--- src/sv/sps_pkg.sv ---
// Shared types and codes for the LIFO stack with search.
package sps_pkg;

  localparam logic [1:0] CMD_PUSH   = 2'd0;
  localparam logic [1:0] CMD_POP    = 2'd1;
  localparam logic [1:0] CMD_SEARCH = 2'd2;

  localparam logic [1:0] ST_OK    = 2'd0;
  localparam logic [1:0] ST_EMPTY = 2'd1;
  localparam logic [1:0] ST_FULL  = 2'd2;

  typedef struct packed {
    logic [1:0]         command;
    logic signed [31:0] value;
  } in_item_t;

  typedef struct packed {
    logic [1:0]         status;
    logic signed [31:0] popped_value;
    logic               found;
    logic [7:0]         entry_count;
  } out_item_t;

  typedef struct packed {
    logic push;
    logic pop;
    logic clr;
    logic run;
  } cell_ctl_t;

endpackage

--- src/sv/sps_cell.sv ---
// One stack cell: holds a word, shifts with its neighbors, passes the search hit down.
module sps_cell
  import sps_pkg::*;
(
  input  logic               clk,
  input  cell_ctl_t          ctl,
  input  logic signed [31:0] key,
  input  logic               live,
  input  logic signed [31:0] data_prev,
  input  logic signed [31:0] data_next,
  input  logic               hit_prev,
  output logic signed [31:0] data,
  output logic               hit
);

  logic signed [31:0] data_r, data_nxt;
  logic               hit_r, hit_nxt;

  always_comb begin
    data_nxt = data_r;
    if (ctl.push) begin
      data_nxt = data_prev;
    end else if (ctl.pop) begin
      data_nxt = data_next;
    end
  end

  always_comb begin
    hit_nxt = hit_r;
    if (ctl.clr) begin
      hit_nxt = 1'b0;
    end else if (ctl.run) begin
      hit_nxt = hit_prev | (live && (data_r == key));
    end
  end

  always_ff @(posedge clk) begin
    data_r <= data_nxt;
    hit_r  <= hit_nxt;
  end

  assign data = data_r;
  assign hit  = hit_r;

endmodule
--- config.mk ---
export PLATFORM = sky130hd
export DESIGN_NAME = sps_cell
export DESIGN_NICKNAME = d
export VERILOG_FILES = /design/src/sv/sps_pkg.sv /design/src/sv/sps_cell.sv
export SDC_FILE = /design/constraint.sdc
export NUM_CORES = 1
export LEC_CHECK = 0
export ABC_CLOCK_PERIOD_IN_PS = 3500
export BUFFER_PORTS_ARGS = -buffer_cell sky130_fd_sc_hd__buf_2
export CORE_MARGIN = 10
export CORE_UTILIZATION = 42
export DETAILED_ROUTE_END_ITERATION = 8
export GPL_TIMING_DRIVEN = 0
export MAX_ROUTING_LAYER = met4
export PLACE_DENSITY = 0.85
export SETUP_SLACK_MARGIN = 0.05
export SLEW_MARGIN = 20
export SYNTH_ARGS = -nofsm -noshare
export SYNTH_HDL_FRONTEND = slang
export SYNTH_SLANG_ARGS = --single-unit
--- constraint.sdc ---
create_clock -name clk -period 3.5 [get_ports clk]
set_input_delay 0.175 -clock clk [delete_from_list [all_inputs] [get_ports clk]]
set_output_delay 0.175 -clock clk [all_outputs]
set_load 0.01 [all_outputs]
After elaboration in Yosys (flattened, before gate mapping):

Index checks and enable logic that the tools add are counted.

* reduce and logical (&&, ||, !) cells: 2
* multiplexer cells: 2
* eq/ne operators: 1
* bitwise operators: 1

Operator list (count)
* 2-to-1 mux 32 bit: 2
* equality test 32 bit: 1
* nonzero test 2 bit: 1
* logical AND 1 bit: 1
* bitwise OR 1 bit: 1

* bits in registers: 33
* output and inout port bits: 33

Depth between registers and ports, before layout:

* depth after elaboration: 3
* mapped depth: 4

Worst setup path after synthesis:

Ideal clock, no wire load.

* path kind: input port to flip-flop
* from: input ctl[3] (netlist name)
* to: register data_r[0], in the netlist data[0], enable pin
* arrival time: 1.005 ns
* setup slack: 2.120 ns
* cell stages on the path: 3
* library setup time: 0.375 ns
* path buffers: 2
* path through: buf_2 buf_2 or2_2

* longest elaborated chain between the ends: 1

RTL lines
* start: declaration: line sps_cell.sv:6 `input cell_ctl_t ctl,`
* nonzero test 2 bit (no source line)
* end signal: assignment: line sps_cell.sv:38 `data_r <= data_nxt;`
* end: declaration: line sps_cell.sv:16 `logic signed [31:0] data_r, data_nxt;`

Every way passes these cells.
A chain may end at the register's enable or synchronous reset.

Final worst setup path:

* from: register data_r[8], in the netlist data[8]
* to: register hit_r, in the netlist hit

* longest elaborated chain between the ends: 3

RTL lines
* equality test 32 bit: line sps_cell.sv:33 `hit_nxt = hit_prev | (live && (data_r == key));`
* logical AND 1 bit: line sps_cell.sv:33
* bitwise OR 1 bit: line sps_cell.sv:33
* end signal: assignment: line sps_cell.sv:39 `hit_r <= hit_nxt;`
* end: declaration: line sps_cell.sv:17 `logic hit_r, hit_nxt;`

Every way passes these cells.

==> impl_metrics.py <==
metrics = {
    "placed_design": {
        "port_buffers": 134,
        "gp_congestion": 0.7569,
        "detailedPlacementHpwl_um": 4609,
        "dp.cells": 300,
    },
    "clock_tree": {
        "clkSlewWorstSetupHoldPaths_ns": 0.06,
        "ctsHtreeMaxLevel": 2,
        "cts.repair.resized": 0,
        "cts_tree": "yes",
        "cts_bufs_inserted": 5,
        "clock-root-buffer": "sky130_fd_sc_hd__clkbuf_8",
        "cts.repair_timing.setup_buffer_count": 0,
        "worst_skew_pair.late_latency_ns": 0.27,
        "cts-root-to-sink-buffers": 2,
        "cts_hold_buf": 0,
        "clock-sinks": 33,
    },
    "finish": {
        "areaGrowthSynthToFinish_pct": 46.73,
        "finalCoreUtilization_pct": 63.84,
        "final_instance_count_excl_fillers": 308,
        "diodes": 0,
        "layout-drive-gt1-share_pct": 68.22,
        "final_nets": 360,
        "num-fill-cells": 321,
    },
    "floorplan": {
        "core_area_um2": 4000,
        "floorplan.io_pins": 136,
        "rows": 23,
        "initial_standard_cell_utilization_of_the_core_pct": 43.51,
        "die_width_um": 84.37,
        "die_y_um": 84.37,
        "dieArea_um2": 7118,
    },
    "synth": {
        "netlist_top_cells_count": "sky130_fd_sc_hd__edfxtp_1, sky130_fd_sc_hd__mux2_2, sky130_fd_sc_hd__xnor2_1",
        "post_synth_inst_count": 116,
        "synth_largest_type_area_fraction_pct": 55.21,
        "seq_area_frac_synth_pct": 56.36,
        "synthTopCellsByArea": "sky130_fd_sc_hd__edfxtp_1, sky130_fd_sc_hd__mux2_2, sky130_fd_sc_hd__xnor2_1",
        "syn_area_um2": 1740,
        "synth_area_leader_cell": "sky130_fd_sc_hd__edfxtp_1",
        "synth_seq_cells": 33,
        "synthArstFlopShare_pct": 0,
        "number_of_synthesized_flops_with_an_enable_pin": 32,
        "yosys_warnings": 0,
        "ys_flop_type": "sky130_fd_sc_hd__edfxtp_1",
        "synth.avg_cell_area_um2": 15.00,
        "synthDistinctLibCells": 14,
        "syn-num-nets": 219,
    },
    "detailed_routing": {
        "vias": 1470,
        "wl_met2_um": 2783,
        "post_drt_wl_per_cell_um": 17.51,
        "routed_wl_um": 5394,
        "drtPass1Iterations": 4,
        "dr.first_iter.drc_count": 22,
        "route.layer.met1.wl_um": 2049,
        "top_signal_layer_used": "met4",
        "drc": 0,
        "route.met3.wl_um": 534,
        "drt-vias-per-instance": 4.773,
        "drtAntennaViolNets": 0,
    },
    "critical_path": {
        "path_max_fanout": 2,
        "timing.critical_path.required_ns": 3.72,
        "startpoint_type_of_the_worst_setup_path": "flip-flop",
        "kind_of_critical_path": "flip-flop to flip-flop",
        "cp.arrival_ns": 1.59,
        "cp-end-kind": "flip-flop",
    },
    "global_routing": {
        "grt_pass1_wl_um": 8162,
        "global_route.usage.total_pct": 14.64,
        "grt_remaining_overflow": 0,
        "antenna_found_initial": 0,
        "grt_max_degree": 33,
        "grt_pass1_vias": 1693,
    },
    "power": {
        "irDropWorstVdd_mv": 0.2866,
        "powerDensity_nw_per_um2": 396.9,
        "leakage_component_of_the_power_nw": 1.134,
        "design_power_total_mw": 1.013,
    },
    "hold_path": {
        "timing.hold.worst.class": "input pin to flip-flop",
    },
    "timing": {
        "max_slew.worst_pin.slew_ns": 0.7524,
        "grt_setup_unrepaired": "false",
        "worst_clock_skew_ns": 0.003757,
        "timing.final.crit_period_ns": 1.367,
        "slew_headroom_pct": 49.84,
        "timing.setup.tns_ns": 0,
        "min_period_over_period_pct": 39.06,
        "finalMaxSlewViolations": 0,
        "timing.fmax_mhz": 731.4,
        "setup_viol_count_final": 0,
        "count_of_endpoints_failing_hold_in_the_final_timing_report": 0,
    },
    "run": {
        "drv.max_cap_violation_count": 0,
    },
    "run_status": {
        "run_status": "finished clean",
    },
}
[report_power, final]
group	total (mW)	switching [mW]	internal [mW]
Combinational	0.233	0.100	0.133
Clock	0.267	0.126	0.141
Sequential	0.513	0.0279	0.486
[routing by layer]
layer	vias to the layer above	GRT usage, %
li1	717	-
met1	671	14.54
met5	-	-
met4	0	3.593
met3	2	6.860
met2	80	25.45
[cells by family after synthesis]
group | count (synthesis) | share of synthesized area (%)
xor+xnor | 32 | 16.10
compound gates | 1 | 0.5033
buf+inv | 4 | 1.150
mux | 33 | 21.28
flops | 33 | 56.36
simple gates | 13 | 4.601
[through the flow]
stage               hold WS [ns]  worst slack (ns)  cell area (µm²)
floorplan                 0.3721             2.120             1740
global placement          0.4769             1.829             2474
detailed placement        0.4795             1.813             2474
CTS                       0.1901             2.112             2554
global route              0.1909             2.028             2554
finish                    0.1963             2.133             2554
[layout make-up]
cell class	instances	area [µm²]	area share, %
repair buffers	134	670.6	26.26
multi-input cells	79	739.5	28.96
clock buffers	8	80.08	3.136
flip-flops and latches	33	980.9	38.41
plain buffers	4	20.02	0.7839
well taps	50	62.56	2.450
[critical path, cell delays in order (launching register included)]
cell                       delay [ns]
sky130_fd_sc_hd__edfxtp_1        0.40
sky130_fd_sc_hd__xnor2_1         0.18
sky130_fd_sc_hd__nand4_1         0.11
sky130_fd_sc_hd__nor4_1          0.43
sky130_fd_sc_hd__a31o_1          0.20
[sequential cells by signal, summed over array words and instances, names as in the netlist]
name  count
data     32
hit       1
[final timing paths]
check                                  startpoint  slack [ns]  cells past startpoint                  to
worst max register to register  data[8]$_DFFE_PP_        2.13                      4    hit$_SDFFE_PP0P_
worst min-delay path                data_next[17]        0.20                      2  data[17]$_DFFE_PP_
worst min register to register   hit$_SDFFE_PP0P_        0.62                      3    hit$_SDFFE_PP0P_
worst max-delay path            data[8]$_DFFE_PP_        2.13                      4    hit$_SDFFE_PP0P_
[cell usage in the layout (no fill, tap or decap), types with 2 or more instances in the layout]
master,count
sky130_fd_sc_hd__mux2_2,32
sky130_fd_sc_hd__xnor2_1,29
sky130_fd_sc_hd__edfxtp_1,32
sky130_fd_sc_hd__buf_2,138
sky130_fd_sc_hd__clkbuf_8,5
sky130_fd_sc_hd__clkbuf_1,3
sky130_fd_sc_hd__nor4_1,2
sky130_fd_sc_hd__xor2_1,3
sky130_fd_sc_hd__nand4_1,7
No activity file was read; power rests on OpenSTA's default activity.
